===== src/hdl/ppm_pkg.sv =====
`timescale 1ns / 1ps

package ppm_pkg;

    localparam int DIM_W   = 14;
    localparam int ACC_W   = 16;
    localparam int COUNT_W = 28;
    localparam int AREA_W  = 2 * DIM_W;

    localparam logic [DIM_W-1:0] DIM_RESET = 14'd8192;
    localparam logic [ACC_W-1:0] MAXVAL    = 16'd255;
    localparam logic [ACC_W-1:0] ACC_SAT   = 16'hFFFF;

    localparam logic [7:0] CHAR_P    = 8'h50;
    localparam logic [7:0] CHAR_SIX  = 8'h36;
    localparam logic [7:0] CHAR_HASH = 8'h23;
    localparam logic [7:0] CHAR_TAB  = 8'h09;
    localparam logic [7:0] CHAR_LF   = 8'h0A;
    localparam logic [7:0] CHAR_CR   = 8'h0D;
    localparam logic [7:0] CHAR_SP   = 8'h20;
    localparam logic [7:0] CHAR_ZERO = 8'h30;
    localparam logic [7:0] CHAR_NINE = 8'h39;

    typedef enum logic [1:0] {
        KIND_HEADER = 2'd0,
        KIND_PIXEL  = 2'd1,
        KIND_ERROR  = 2'd2
    } kind_t;

    localparam logic [2:0] ERR_MAGIC     = 3'd0;
    localparam logic [2:0] ERR_WIDTH     = 3'd1;
    localparam logic [2:0] ERR_HEIGHT    = 3'd2;
    localparam logic [2:0] ERR_MAXVAL    = 3'd3;
    localparam logic [2:0] ERR_TRUNCATED = 3'd4;

    typedef enum logic [3:0] {
        PH_MAGIC_P   = 4'd0,
        PH_MAGIC_6   = 4'd1,
        PH_SEP       = 4'd2,
        PH_WS_W      = 4'd3,
        PH_CMT_W     = 4'd4,
        PH_NUM_W     = 4'd5,
        PH_WS_H      = 4'd6,
        PH_CMT_H     = 4'd7,
        PH_NUM_H     = 4'd8,
        PH_WS_M      = 4'd9,
        PH_CMT_M     = 4'd10,
        PH_NUM_M     = 4'd11,
        PH_TAIL_CMT  = 4'd12,
        PH_TAIL_SKIP = 4'd13,
        PH_PIXELS    = 4'd14,
        PH_DONE      = 4'd15
    } phase_t;

    typedef struct packed {
        kind_t            kind;
        logic [DIM_W-1:0] image_width;
        logic [DIM_W-1:0] image_height;
        logic [7:0]       pixel_byte;
        logic             last_pixel;
        logic [2:0]       error_code;
    } res_t;

endpackage


===== src/hdl/ppm_p6_header_parser_core.sv =====
// Binary PPM (P6) header parser. One file byte is taken per clock cycle
// while in_stall is low; every byte is finished in one registered pass:
// the phase register and the number accumulator are updated on the
// accepting edge and the result (header size, pixel byte or error) lands
// on the same edge in the output register, or in the skid stage behind
// it while the output stalls; a byte can thus be taken while a result
// waits, and in_stall rises only once both are full. The pixel count
// width*height*3 comes from a registered multiplier fed by the held size.
// The user must write max_dimension (cfg_write/cfg_data) only while the
// block is idle, which the block does not enforce; it resets to 8192.
`timescale 1ns / 1ps

module ppm_p6_header_parser_core (
    input  logic                       clk,
    input  logic                       rst_n,
    input  logic                       cfg_write,
    input  logic [ppm_pkg::DIM_W-1:0]  cfg_data,
    input  logic                       in_valid,
    output logic                       in_stall,
    input  logic [7:0]                 data_byte,
    input  logic                       end_of_file,
    output logic                       out_valid,
    input  logic                       out_stall,
    output logic [1:0]                 kind,
    output logic [ppm_pkg::DIM_W-1:0]  image_width,
    output logic [ppm_pkg::DIM_W-1:0]  image_height,
    output logic [7:0]                 pixel_byte,
    output logic                       last_pixel,
    output logic [2:0]                 error_code
);

    import ppm_pkg::*;

    phase_t              phase_reg, phase_next, phase_step;
    logic [ACC_W-1:0]    acc_reg, acc_next;
    logic [DIM_W-1:0]    width_reg, width_next;
    logic [DIM_W-1:0]    height_reg, height_next;
    logic [COUNT_W-1:0]  remain_reg, remain_next;
    logic                cr_reg, cr_next;
    logic [DIM_W-1:0]    max_dim_reg;
    logic [AREA_W-1:0]   area_reg;

    res_t                out_reg, skid_reg, res;
    logic                out_valid_reg, skid_valid_reg;

    logic                in_accept;
    logic                is_space, is_hash, is_digit, is_cr, is_lf;
    logic [ACC_W+3:0]    acc_x10;
    logic [ACC_W-1:0]    acc_sat;
    logic                dim_ok;
    logic [AREA_W+1:0]   total_wide;
    logic [COUNT_W-1:0]  pixel_total;
    logic [COUNT_W-1:0]  remain_dec;
    logic                err_valid;
    logic [2:0]          err_code;
    logic                start_pix;
    logic                pix_out;
    logic                produce;
    logic                out_free;

    assign in_accept = in_valid && !in_stall;
    assign in_stall  = skid_valid_reg;

    assign is_cr    = (data_byte == CHAR_CR);
    assign is_lf    = (data_byte == CHAR_LF);
    assign is_hash  = (data_byte == CHAR_HASH);
    assign is_space = (data_byte == CHAR_TAB) || is_lf || is_cr || (data_byte == CHAR_SP);
    assign is_digit = (data_byte >= CHAR_ZERO) && (data_byte <= CHAR_NINE);

    assign acc_x10 = ({4'b0, acc_reg} << 3) + ({4'b0, acc_reg} << 1)
                   + {16'b0, data_byte[3:0]};
    assign acc_sat = (|acc_x10[ACC_W+3:ACC_W]) ? ACC_SAT : acc_x10[ACC_W-1:0];
    assign dim_ok  = (acc_reg != '0) && (acc_reg <= {2'b0, max_dim_reg});

    assign total_wide  = {2'b0, area_reg} + {1'b0, area_reg, 1'b0};
    assign pixel_total = total_wide[COUNT_W-1:0];
    assign remain_dec  = (remain_reg != '0) ? remain_reg - 1'b1 : remain_reg;

    // byte decode: errors, header report, pixel pass
    always_comb
    begin
        err_valid = 1'b0;
        err_code  = ERR_MAGIC;
        start_pix = 1'b0;
        pix_out   = 1'b0;
        unique case (phase_reg)
            PH_MAGIC_P:
            begin
                err_valid = (data_byte != CHAR_P);
            end
            PH_MAGIC_6:
            begin
                err_valid = (data_byte != CHAR_SIX);
            end
            PH_SEP:
            begin
                err_valid = !(is_space || is_hash);
            end
            PH_WS_W:
            begin
                err_valid = !(is_space || is_hash || is_digit);
                err_code  = ERR_WIDTH;
            end
            PH_WS_H:
            begin
                err_valid = !(is_space || is_hash || is_digit);
                err_code  = ERR_HEIGHT;
            end
            PH_WS_M:
            begin
                err_valid = !(is_space || is_hash || is_digit);
                err_code  = ERR_MAXVAL;
            end
            PH_NUM_W:
            begin
                if (!is_digit)
                begin
                    if (!dim_ok)
                    begin
                        err_valid = 1'b1;
                        err_code  = ERR_WIDTH;
                    end
                    else if (!(is_space || is_hash))
                    begin
                        err_valid = 1'b1;
                        err_code  = ERR_HEIGHT;
                    end
                end
            end
            PH_NUM_H:
            begin
                if (!is_digit)
                begin
                    if (!dim_ok)
                    begin
                        err_valid = 1'b1;
                        err_code  = ERR_HEIGHT;
                    end
                    else if (!(is_space || is_hash))
                    begin
                        err_valid = 1'b1;
                        err_code  = ERR_MAXVAL;
                    end
                end
            end
            PH_NUM_M:
            begin
                if (!is_digit)
                begin
                    if (acc_reg != MAXVAL)
                    begin
                        err_valid = 1'b1;
                        err_code  = ERR_MAXVAL;
                    end
                    else if (!is_hash)
                    begin
                        start_pix = 1'b1;
                    end
                end
            end
            PH_TAIL_CMT:
            begin
                start_pix = cr_reg && !is_lf;
            end
            PH_TAIL_SKIP:
            begin
                start_pix = 1'b1;
            end
            PH_PIXELS:
            begin
                pix_out = 1'b1;
            end
            PH_CMT_W, PH_CMT_H, PH_CMT_M, PH_DONE:
            begin
            end
        endcase
    end

    // next state
    always_comb
    begin
        phase_step  = phase_reg;
        acc_next    = acc_reg;
        width_next  = width_reg;
        height_next = height_reg;
        remain_next = remain_reg;
        cr_next     = cr_reg;
        unique case (phase_reg)
            PH_MAGIC_P:
            begin
                phase_step = PH_MAGIC_6;
            end
            PH_MAGIC_6:
            begin
                phase_step = PH_SEP;
            end
            PH_SEP:
            begin
                phase_step = is_hash ? PH_CMT_W : PH_WS_W;
            end
            PH_WS_W, PH_WS_H, PH_WS_M:
            begin
                if (is_hash)
                begin
                    phase_step = phase_t'(phase_reg + 4'd1);
                end
                else if (is_digit)
                begin
                    acc_next   = {12'b0, data_byte[3:0]};
                    phase_step = phase_t'(phase_reg + 4'd2);
                end
            end
            PH_CMT_W, PH_CMT_H, PH_CMT_M:
            begin
                if (is_cr || is_lf)
                begin
                    phase_step = phase_t'(phase_reg - 4'd1);
                end
            end
            PH_NUM_W:
            begin
                if (is_digit)
                begin
                    acc_next = acc_sat;
                end
                else
                begin
                    width_next = acc_reg[DIM_W-1:0];
                    phase_step = is_hash ? PH_CMT_H : PH_WS_H;
                end
            end
            PH_NUM_H:
            begin
                if (is_digit)
                begin
                    acc_next = acc_sat;
                end
                else
                begin
                    height_next = acc_reg[DIM_W-1:0];
                    phase_step  = is_hash ? PH_CMT_M : PH_WS_M;
                end
            end
            PH_NUM_M:
            begin
                if (is_digit)
                begin
                    acc_next = acc_sat;
                end
                else if (is_hash)
                begin
                    phase_step = PH_TAIL_CMT;
                    cr_next    = 1'b0;
                end
            end
            PH_TAIL_CMT:
            begin
                if (cr_reg)
                begin
                    cr_next = 1'b0;
                    if (is_lf)
                    begin
                        phase_step = PH_TAIL_SKIP;
                    end
                end
                else if (is_cr)
                begin
                    cr_next = 1'b1;
                end
                else if (is_lf)
                begin
                    phase_step = PH_TAIL_SKIP;
                end
            end
            PH_PIXELS:
            begin
                remain_next = remain_dec;
                if (remain_dec == '0)
                begin
                    phase_step = PH_DONE;
                end
            end
            PH_TAIL_SKIP, PH_DONE:
            begin
            end
        endcase
        if (start_pix)
        begin
            remain_next = pixel_total;
            phase_step  = PH_PIXELS;
        end
        if (err_valid)
        begin
            phase_step = PH_DONE;
        end
        phase_next = phase_step;
        if (end_of_file)
        begin
            phase_next  = PH_MAGIC_P;
            acc_next    = '0;
            width_next  = '0;
            height_next = '0;
            remain_next = '0;
            cr_next     = 1'b0;
        end
    end

    // result of the byte
    always_comb
    begin
        res     = '0;
        produce = 1'b1;
        if (err_valid)
        begin
            res.kind       = KIND_ERROR;
            res.error_code = err_code;
        end
        else if (end_of_file && (phase_step != PH_DONE))
        begin
            res.kind       = KIND_ERROR;
            res.error_code = ERR_TRUNCATED;
        end
        else if (start_pix)
        begin
            res.kind         = KIND_HEADER;
            res.image_width  = width_reg;
            res.image_height = height_reg;
        end
        else if (pix_out)
        begin
            res.kind       = KIND_PIXEL;
            res.pixel_byte = data_byte;
            res.last_pixel = (remain_dec == '0);
        end
        else
        begin
            produce = 1'b0;
        end
    end

    always_ff @(posedge clk or negedge rst_n)
    begin
        if (!rst_n)
        begin
            phase_reg   <= PH_MAGIC_P;
            acc_reg     <= '0;
            width_reg   <= '0;
            height_reg  <= '0;
            remain_reg  <= '0;
            cr_reg      <= 1'b0;
        end
        else if (in_accept)
        begin
            phase_reg   <= phase_next;
            acc_reg     <= acc_next;
            width_reg   <= width_next;
            height_reg  <= height_next;
            remain_reg  <= remain_next;
            cr_reg      <= cr_next;
        end
    end

    always_ff @(posedge clk or negedge rst_n)
    begin
        if (!rst_n)
        begin
            max_dim_reg <= DIM_RESET;
        end
        else if (cfg_write)
        begin
            max_dim_reg <= cfg_data;
        end
    end

    // size product; the held size is settled several bytes before it is used
    always_ff @(posedge clk)
    begin
        area_reg <= width_reg * height_reg;
    end

    // output register and skid stage
    assign out_free = !out_valid_reg || !out_stall;

    always_ff @(posedge clk or negedge rst_n)
    begin
        if (!rst_n)
        begin
            out_valid_reg  <= 1'b0;
            skid_valid_reg <= 1'b0;
        end
        else if (out_free)
        begin
            if (skid_valid_reg)
            begin
                out_valid_reg  <= 1'b1;
                skid_valid_reg <= 1'b0;
            end
            else
            begin
                out_valid_reg <= in_accept && produce;
            end
        end
        else if (in_accept && produce)
        begin
            skid_valid_reg <= 1'b1;
        end
    end

    always_ff @(posedge clk)
    begin
        if (out_free)
        begin
            out_reg <= skid_valid_reg ? skid_reg : res;
        end
        else if (in_accept && produce)
        begin
            skid_reg <= res;
        end
    end

    assign out_valid    = out_valid_reg;
    assign kind         = out_reg.kind;
    assign image_width  = out_reg.image_width;
    assign image_height = out_reg.image_height;
    assign pixel_byte   = out_reg.pixel_byte;
    assign last_pixel   = out_reg.last_pixel;
    assign error_code   = out_reg.error_code;

`ifndef SYNTHESIS
    a_skid_behind_out: assert property (@(posedge clk) disable iff (!rst_n)
        skid_valid_reg |-> out_valid_reg)
        else $error("skid stage full while output register empty");

    a_error_ends_file: assert property (@(posedge clk) disable iff (!rst_n)
        (in_accept && err_valid && !end_of_file) |=> (phase_reg == PH_DONE))
        else $error("error did not end the file");

    a_pixels_pending: assert property (@(posedge clk) disable iff (!rst_n)
        (phase_reg == PH_PIXELS) |-> (remain_reg != '0))
        else $error("pixel phase with no bytes remaining");

    a_eof_restarts: assert property (@(posedge clk) disable iff (!rst_n)
        (in_accept && end_of_file) |=> (phase_reg == PH_MAGIC_P && acc_reg == '0))
        else $error("end of file did not restart the parser");
`endif

endmodule

===== config.mk =====
export PLATFORM = sky130hd
export DESIGN_NAME = ppm_p6_header_parser_core
export DESIGN_NICKNAME = d
export VERILOG_FILES = /design/src/hdl/ppm_pkg.sv /design/src/hdl/ppm_p6_header_parser_core.sv
export SDC_FILE = /design/constraint.sdc
export NUM_CORES = 1
export LEC_CHECK = 0
export CORE_ASPECT_RATIO = 0.9
export CORE_MARGIN = 10
export CORE_UTILIZATION = 42
export DETAILED_ROUTE_END_ITERATION = 10
export DONT_BUFFER_PORTS = 1
export PLACE_DENSITY = 0.58
export SLEW_MARGIN = 20
export SYNTH_ARGS = -nofsm -noshare
export SYNTH_HDL_FRONTEND = slang
export SYNTH_SLANG_ARGS = --single-unit

===== constraint.sdc =====
create_clock -name clk -period 11.68 [get_ports clk]
set_input_delay 1.168 -clock clk [delete_from_list [all_inputs] [get_ports clk]]
set_output_delay 1.168 -clock clk [all_outputs]
set_load 0.03 [all_outputs]

Word-level counts from Yosys, hierarchy flattened
Cells that the tools add are included.
{"block": "classes", "n_reduce_logical": 40, "n_bitwise": 1, "magnitude_cmp": 3, "muxes": 78, "add_sub_neg": 7, "shift": 0, "n_eq_ne": 29, "mul": 1, "div_mod_pow": 0}
{"operator": "28-bit two-way mux", "count": 5}
{"operator": "16-bit two-way mux", "count": 5}
{"operator": "37-bit two-way mux", "count": 2}
{"operator": "14-bit two-way mux", "count": 5}
{"operator": "4-bit two-way mux", "count": 14}
{"operator": "42-bit two-way mux", "count": 1}
{"operator": "4-bit case mux with 10 select lines", "count": 1}
{"operator": "16-bit case mux with 2 select lines", "count": 1}
{"operator": "28-bit adder", "count": 1}
{"operator": "4-bit == test, second input constant", "count": 7}
{"operator": "28-bit zero test", "count": 1}
{"operator": "14-bit by 14-bit multiplier with 28-bit output", "count": 1}
{"operator": "28-bit nonzero test", "count": 1}
{"operator": "28-bit by 1-bit subtractor with 28-bit output, second input constant", "count": 1}
{"operator": "8-bit by 4-bit == test with 1-bit output, second input constant", "count": 3}
{"operator": "1-bit two-way mux", "count": 24}
{"operator": "2-bit two-way mux", "count": 11}
{"operator": "19-bit by 17-bit adder with 20-bit output", "count": 1}
{"operator": "20-bit by 4-bit adder with 20-bit output", "count": 1}
{"operator": "9-bit two-way mux", "count": 2}
{"operator": "4-bit by 3-bit == test with 1-bit output, second input constant", "count": 4}
{"operator": "8-bit by 6-bit == test with 1-bit output, second input constant", "count": 2}
{"operator": "16-bit by 14-bit less-or-equal comparator with 1-bit output", "count": 1}
{"operator": "16-bit by 8-bit inequality test with 1-bit output, second input constant", "count": 1}
{"operator": "33 further kinds", "count": 63}
{"block": "totals", "ff_bits": 205, "latchBits": 0, "out_inout_bits": 44, "input_bits": 28, "rom_bits": 0, "ram_bits": 0, "memories": 0}

Logic depth before layout (Yosys ltp)
Gate-level depths: netlist (run 1).
{"block": "logic_depth", "word_depth": 17, "ltp_mapped": 24, "mapped_depth_nobuf": 23}

Worst setup path before layout (run 1)
No wires, ideal clock.
{"block": "synth_timing", "kind": "input port to flip-flop", "startpoint": "input data_byte[7]", "endpoint": "register skid_reg[0] (netlist bit), enable pin", "path_stages": 13, "slack_ns": 4.171, "t_arrival_ns": 7.004, "required_time_ns": 11.175, "setup_time_ns": 0.505, "path_buffers": 0, "path_cell_list": "nor3_1 and4_1 clkinv_1 ha_1 inv_1 a221oi_1 o2111ai_1 o311ai_0 a2bb2oi_1 a2bb2oi_1 o21a_4 nor2_1 a211oi_1"}
{"block": "synth_via", "elab_chain_cells": 16, "elab_cells_between_ends": 52, "classes_between": "order compare: 2; eq/ne: 8; mux: 28; reduce/logical: 14"}
{"item": "from (decl)", "line_no": "ppm_p6_header_parser_core.sv:20", "source": "input logic [7:0] data_byte,"}
{"item": "branches (longest 13 deep; another with 8-bit by 6-bit greater-or-equal comparator with 1-bit output)"}
{"item": "1-bit two-way mux *", "line_no": "ppm_p6_header_parser_core.sv:313", "source": "if (err_valid)"}
{"item": "1-bit logical AND *", "line_no": "ppm_p6_header_parser_core.sv:415", "source": "else if (in_accept && produce)"}
{"item": "2-bit AND reduction (no source line) *"}
{"item": "to (signal assigned)", "line_no": "ppm_p6_header_parser_core.sv:417", "source": "skid_reg <= res;"}
{"item": "to (decl)", "line_no": "ppm_p6_header_parser_core.sv:43", "source": "res_t out_reg, skid_reg, res;"}
Mark *: on every way between the ends.
A chain may end at the register's enable or synchronous reset.

Worst setup path in the final report (run 1)
{"block": "layout_timing", "startpoint": "register width_reg[7]", "endpoint": "register area_reg[25]"}
{"block": "layout_via", "elab_chain_cells": 1}
{"item": "from (decl)", "line_no": "ppm_p6_header_parser_core.sv:36", "source": "logic [DIM_W-1:0] width_reg, width_next;"}
{"item": "from (signal assigned)", "line_no": "ppm_p6_header_parser_core.sv:356", "source": "width_reg <= width_next;"}
{"item": "14-bit by 14-bit multiplier with 28-bit output", "line_no": "ppm_p6_header_parser_core.sv:378", "source": "area_reg <= width_reg * height_reg;"}
{"item": "to (signal assigned)", "line_no": "ppm_p6_header_parser_core.sv:378"}
{"item": "to (decl)", "line_no": "ppm_p6_header_parser_core.sv:41", "source": "logic [AREA_W-1:0] area_reg;"}
No other way between the ends.

==> flow_summary.ini, run 1 <==
[clock_tree]
clk-insertion-delay-late_ns = 0.54
clkSlewWorstSetupHoldPaths_ns = 0.06
tritoncts = done
hold_buffers = 0
cts_setup_buffers = 0
htree_num_levels = 1
root_buffer = clkbuf_16
cts.sinks = 205
clock_path_buffers = 3
numCtsBuffers = 24
ctsResizeCount = 0

[synthesis]
ys_async_sr_fraction = 0.454
synth_edf_count = 84
yosysUniqueCellTypes = 80
syn-cell-area_mm2 = 0.0184
synth_fp_nets = 2296
ys_seq_area_frac = 0.295
synth_area_leaders = fa_1, edfxtp_1, dfrtp_1, ha_1, nand2_1
ys_warn_count = 0
ys_ff_latch = 205
synth_flop_cell = dfrtp_1
yosysTopAreaCell = fa_1
syn_avg_cell_area_um2 = 9.41
synth.most_common_cell = nand2_1
syn_inst = 1950
ys_top_cells_by_count = nand2_1, inv_1, ha_1
synth_top_area_share = 0.157

[setup_path]
crit_path_top_delay_cell = dfrtp_1
startpoint_type = flip-flop
crit_path_start = width_reg[7]
path_common_cell = fa_1
endpoint_kind = flip-flop
rr_startpoint = width_reg[7]
cpPeakStageDelay_ns = 0.67
worstPathMaxFanout = 16
critical_path.top_delay_family = adder cells
path_cells = nand2_1 > fa_1 > inv_1 > fa_1 > inv_1 > fa_1 > inv_1 > fa_1 > fa_1 > fa_1 > ha_1 > or4_1 > o21ai_0 > o21ai_0 > a21boi_0 > a21oi_1 > a21oi_1 > o21ai_0 > xnor2_1
crit_buf_inv = 3
critPathRequiredTime_ns = 12.09
cp_data_arrival_time_ns = 6.97
path_class = reg -> reg

[timing]
slew_violations = 0
setup_viol = 0
finalHoldViolations = 0
skew_ns = 0.0197
fin_setup_tns_ns = 0
period_needed_ns = 6.56
relSlewSlack = 0.266
period_share = 0.561
worst_pin_slew_ns = 1.09
rsz0062_at_grt = false
fmax_mhz = 153

[floorplanning]
num_rows = 72
io_pins = 72
coreArea_mm2 = 0.0431
die-area_mm2 = 0.0525
initial_utilization = 0.426
die-width_um = 240
die_y_um = 218

[route]
dr.pass1.iters = 6
initialDrtViolationCount = 1116
dr_total_vias = 14100
drc = 0
wl_mm = 46.8
ant_nets = 0
viasPerCell = 5.66
wire_per_inst_um = 18.8

[power]
power.density_mw_per_mm2 = 162
total_power_mw = 3.19
ir_drop_mv = 0.121
power.leakage_nw = 9.42

[layout]
drive_above_1_share = 0.0560
synthToLayoutAreaGrowth_pct = 7.55
utilization = 0.458
antennaDiodeCount = 0
largest_reg_flops = 42
nets = 2256

[hold_path]
hold_class = in -> async

[global_routing]
grt_pass1_vias = 13900
grt_overflow_total = 0
grt_pass1_wl_mm = 76.6
antenna_found_initial = 1
gr-usage-all-layers = 0.179
grt_max_degree = 94

[placement]
io_buffers = 0
place_congestion = 0.895
hpwl_mm = 34.9

[outcome]
status = finished, final reports clean

[flow_run]
drv_cap = 0
==> cell type report <==
cell class	instances	area, um^2
fillers	4132	23300
flip-flops and latches	205	5410
multi-input cells	1474	12000
clock buffers	34	689
inverters	193	724
clock inverters	10	164
well taps	555	694
repair buffers	12	90.1
==> logic make-up after synthesis <==
kind of cell    Yosys count  share of synthesized area
simple gates            662                      0.185
compound gates          401                      0.140
fa+ha+maj               318                      0.276
xor+xnor                 59                     0.0282
buf+inv                 271                     0.0555
flops                   205                      0.295
mux                      34                     0.0206
==> stage by stage <==
stage	std cells	setup slack, ns	hold slack, ns	area [um^2]
finish	2483	5.12	0.344	19700
global route	2483	4.69	0.318	19700
CTS	2483	5.15	0.314	19700
detailed placement	2439	5.18	0.506	18900
global placement	2439	5.29	0.501	18900
floorplan	1950	4.17	0.478	18400
==> layout by cell type, fill, tap and decap left out, drive strengths merged, types with 28 or more instances in the layout <==
master / count
o21ai: 138
mux2: 30
a21oi: 76
inv: 192
and2: 135
nor3: 36
dfxtp: 28
ha: 174
clkbuf: 34
edfxtp: 84
xnor2: 36
fa: 144
dfrtp: 92
nand2: 232
nor2: 93
a21o: 31
==> power breakdown <==
part           switching, mW  internal, mW
sequential             0.214         0.890
clock                  0.314         0.501
combinational          0.797         0.475
==> layer usage <==
metal  GRT usage  vias to the layer above  share of wire
li1            -                     6664              -
met1       0.262                     6949           0.48
met2       0.273                      381           0.44
met3      0.0346                       59          0.064
met4      0.0322                        0          0.017
met5           0                        -              0
==> final timing paths <==
path / end / slack, ns / cells after the start
setup reg to reg: area_reg[25] / 5.12 / 19
setup / recovery: area_reg[25] / 5.12 / 19
max in group asynchronous: max_dim_reg[13] / 10.96 / 0
min in group clk: max_dim_reg[13] / 0.51 / 2
hold reg to reg: max_dim_reg[13] / 0.51 / 2
hold / removal: remain_reg[22] / 0.34 / 0
Note: power is estimated with default switching activity, not from simulation.
==> inputs of run 2 (changes only) <==
--- a/config.mk
+++ b/config.mk
@@ -10,7 +10,7 @@
 export CORE_UTILIZATION = 42
 export DETAILED_ROUTE_END_ITERATION = 10
 export DONT_BUFFER_PORTS = 1
-export PLACE_DENSITY = 0.58
+export PLACE_DENSITY = 0.61
 export SLEW_MARGIN = 20
 export SYNTH_ARGS = -nofsm -noshare
 export SYNTH_HDL_FRONTEND = slang
==> constraint.sdc (replaced) <==
create_clock -name clk -period 5.5 [get_ports clk]
set_input_delay 0.55 -clock clk [delete_from_list [all_inputs] [get_ports clk]]
set_output_delay 0.55 -clock clk [all_outputs]
set_load 0.03 [all_outputs]
==> run 2 against run 1 <==
  * The run now ends with negative setup slack left
  * Total power up 110%
  * Hold slack got worse by 0.26 ns
  * Fmax rose by 18%
  * Global-route usage down 0.18 points
  * Count of clock-buffer cells in the layout is 8 lower
  * Combinational power is 120% higher
  * First-iteration DRC count up 8.4%
  * Die area unchanged
  * Clock power up 93%
  * Cell count is 3.8% higher
  * Register-to-register slack lost 5.2 ns
  * Non-clock buffer count grew 98
  * Critical path type unchanged
==> flow_summary.ini, run 2 (synthesized netlist as in run 1, its figures left out) <==
[outcome]
status = finished, violations left
violations = negative setup slack

[global_routing]
grt_max_degree = 94
gr-usage-all-layers = 0.177
grt_overflow_total = 0
grt_pass1_wl_mm = 76.2
grt_pass1_vias = 14000
antenna_found_initial = 0

[floorplanning]
initial_utilization = 0.426
coreArea_mm2 = 0.0431
die-area_mm2 = 0.0525
num_rows = 72
io_pins = 72
die_y_um = 218
die-width_um = 240

[setup_path]
worst-path-stages = 17
path_cells = buf_4 > nand2_1 > fa_1 > inv_1 > fa_1 > fa_1 > fa_1 > fa_1 > fa_1 > ha_2 > or4_4 > o21ai_2 > o21ai_2 > a21boi_2 > a21oi_2 > a221o_1 > xnor2_1
cp_data_arrival_time_ns = 5.97
worstPathMaxFanout = 7
path_common_cell = fa_1
critical_path.top_delay_family = adder cells
crit_path_start = width_reg[3]
reg2reg_slack_ns = -0.05
rr_worst_depth = 17
cpPeakStageDelay_ns = 0.54
r2r_end = area_reg[27]
endpoint_kind = flip-flop
crit_buf_inv = 2
startpoint_type = flip-flop
crit_path_top_delay_cell = fa_1
path_class = reg -> reg
cp-endpoint = area_reg[27]
critPathRequiredTime_ns = 5.92
rr_startpoint = width_reg[3]

[clock_tree]
clk-insertion-delay-late_ns = 0.53
htree_num_levels = 1
clock_path_buffers = 3
numCtsBuffers = 23
root_buffer = clkbuf_16
cts.sinks = 205
clkSlewWorstSetupHoldPaths_ns = 0.06
tritoncts = done

[layout]
nets = 2353
layout_common_cells = nand2_1, inv_1, ha_1, fa_1, and2_1
antennaDiodeCount = 0
mostFrequentLayoutCell = nand2_1
drive_above_1_share = 0.114
register_area_mm2 = 0.00542
multi_input_area_mm2 = 0.0121
fillers = 3982
largest_reg_flops = 42
synthToLayoutAreaGrowth_pct = 11.9

[timing]
period_needed_ns = 5.55
relSlewSlack = 0.356
fin_setup_tns_ns = -0.0671
fmax_mhz = 180
timing.final.ws_setup_ns = -0.0522
skew_ns = 0.0173
period_share = 1.01
setup_viol = 3
finalHoldViolations = 0
slew_violations = 0
worst_pin_slew_ns = 0.942
whs_ns = 0.0881
rsz0062_at_grt = true

[flow_run]
drv_cap = 0

[route]
wl_mm = 47.2
initialDrtViolationCount = 1210
dr.pass1.iters = 5
drc = 0
ant_nets = 0
wire_per_inst_um = 18.3
dr_total_vias = 14300
viasPerCell = 5.56

[power]
power.density_mw_per_mm2 = 326
power.leakage_nw = 9.89
ir_drop_mv = 0.275

[placement]
detailedPlace.worstSlack_ns = -0.274
hpwl_mm = 36.2
io_buffers = 0
place_congestion = 0.910

[hold_path]
hold_start = cfg_write
hold_class = in -> reg
[run 2: timing repair]
item	4_1_cts	5_1_grt
gates resized for setup	14	19
setup buffers	5	3
hold endpoints to repair	93	0
pin swaps	23	25
hold buffers	2	0
endpoints found under the setup margin	9	9
[run 2: report_power, final]
group	switching [mW]	leakage [nW]	internal [mW]
clock network	0.650	0.363	0.919
registers	0.412	2.32	1.89
logic	1.76	7.21	1.05
[run 2: per-stage QoR]
stage	instances	utilization	total power [mW]	cell area, um^2
after floorplan	1950	-	4.32	18400
after global placement	2527	0.455	5.08	19600
after detailed placement	2527	0.455	5.07	19600
after CTS	2574	0.475	6.68	20500
after global routing	2577	0.477	7.08	20500
final	2577	0.477	6.69	20500
[run 2: layout make-up]
cell class                      instances  area share
Multi-Input combinational cell       1474       0.588
Sequential cell                       205       0.264
Timing Repair Buffer                  110      0.0432
Inverter                              193      0.0353
Tap cell                              555      0.0338
Clock buffer                           26      0.0291
Clock inverter                         14     0.00743
[run 2: worst min-delay path by stage]
| stage | endpoint | cells after the start |
|---|---|---|
| 3_3_place_gp | width_reg[11] | 0 |
| 4_1_cts | max_dim_reg[13] | 1 |
| 5_1_grt | max_dim_reg[13] | 1 |
| 3_5_place_dp | remain_reg[26] | 0 |
| 6_report | max_dim_reg[13] | 1 |
| 2_1_floorplan | acc_reg[0] | 0 |
[run 2: metal layers]
layer | vias up | GRT usage | part of all wire
li1 | 6868 | - | -
met1 | 7052 | 0.263 | 0.49
met2 | 357 | 0.268 | 0.44
met3 | 60 | 0.0263 | 0.053
met4 | 0 | 0.0375 | 0.019
met5 | - | 0 | 0
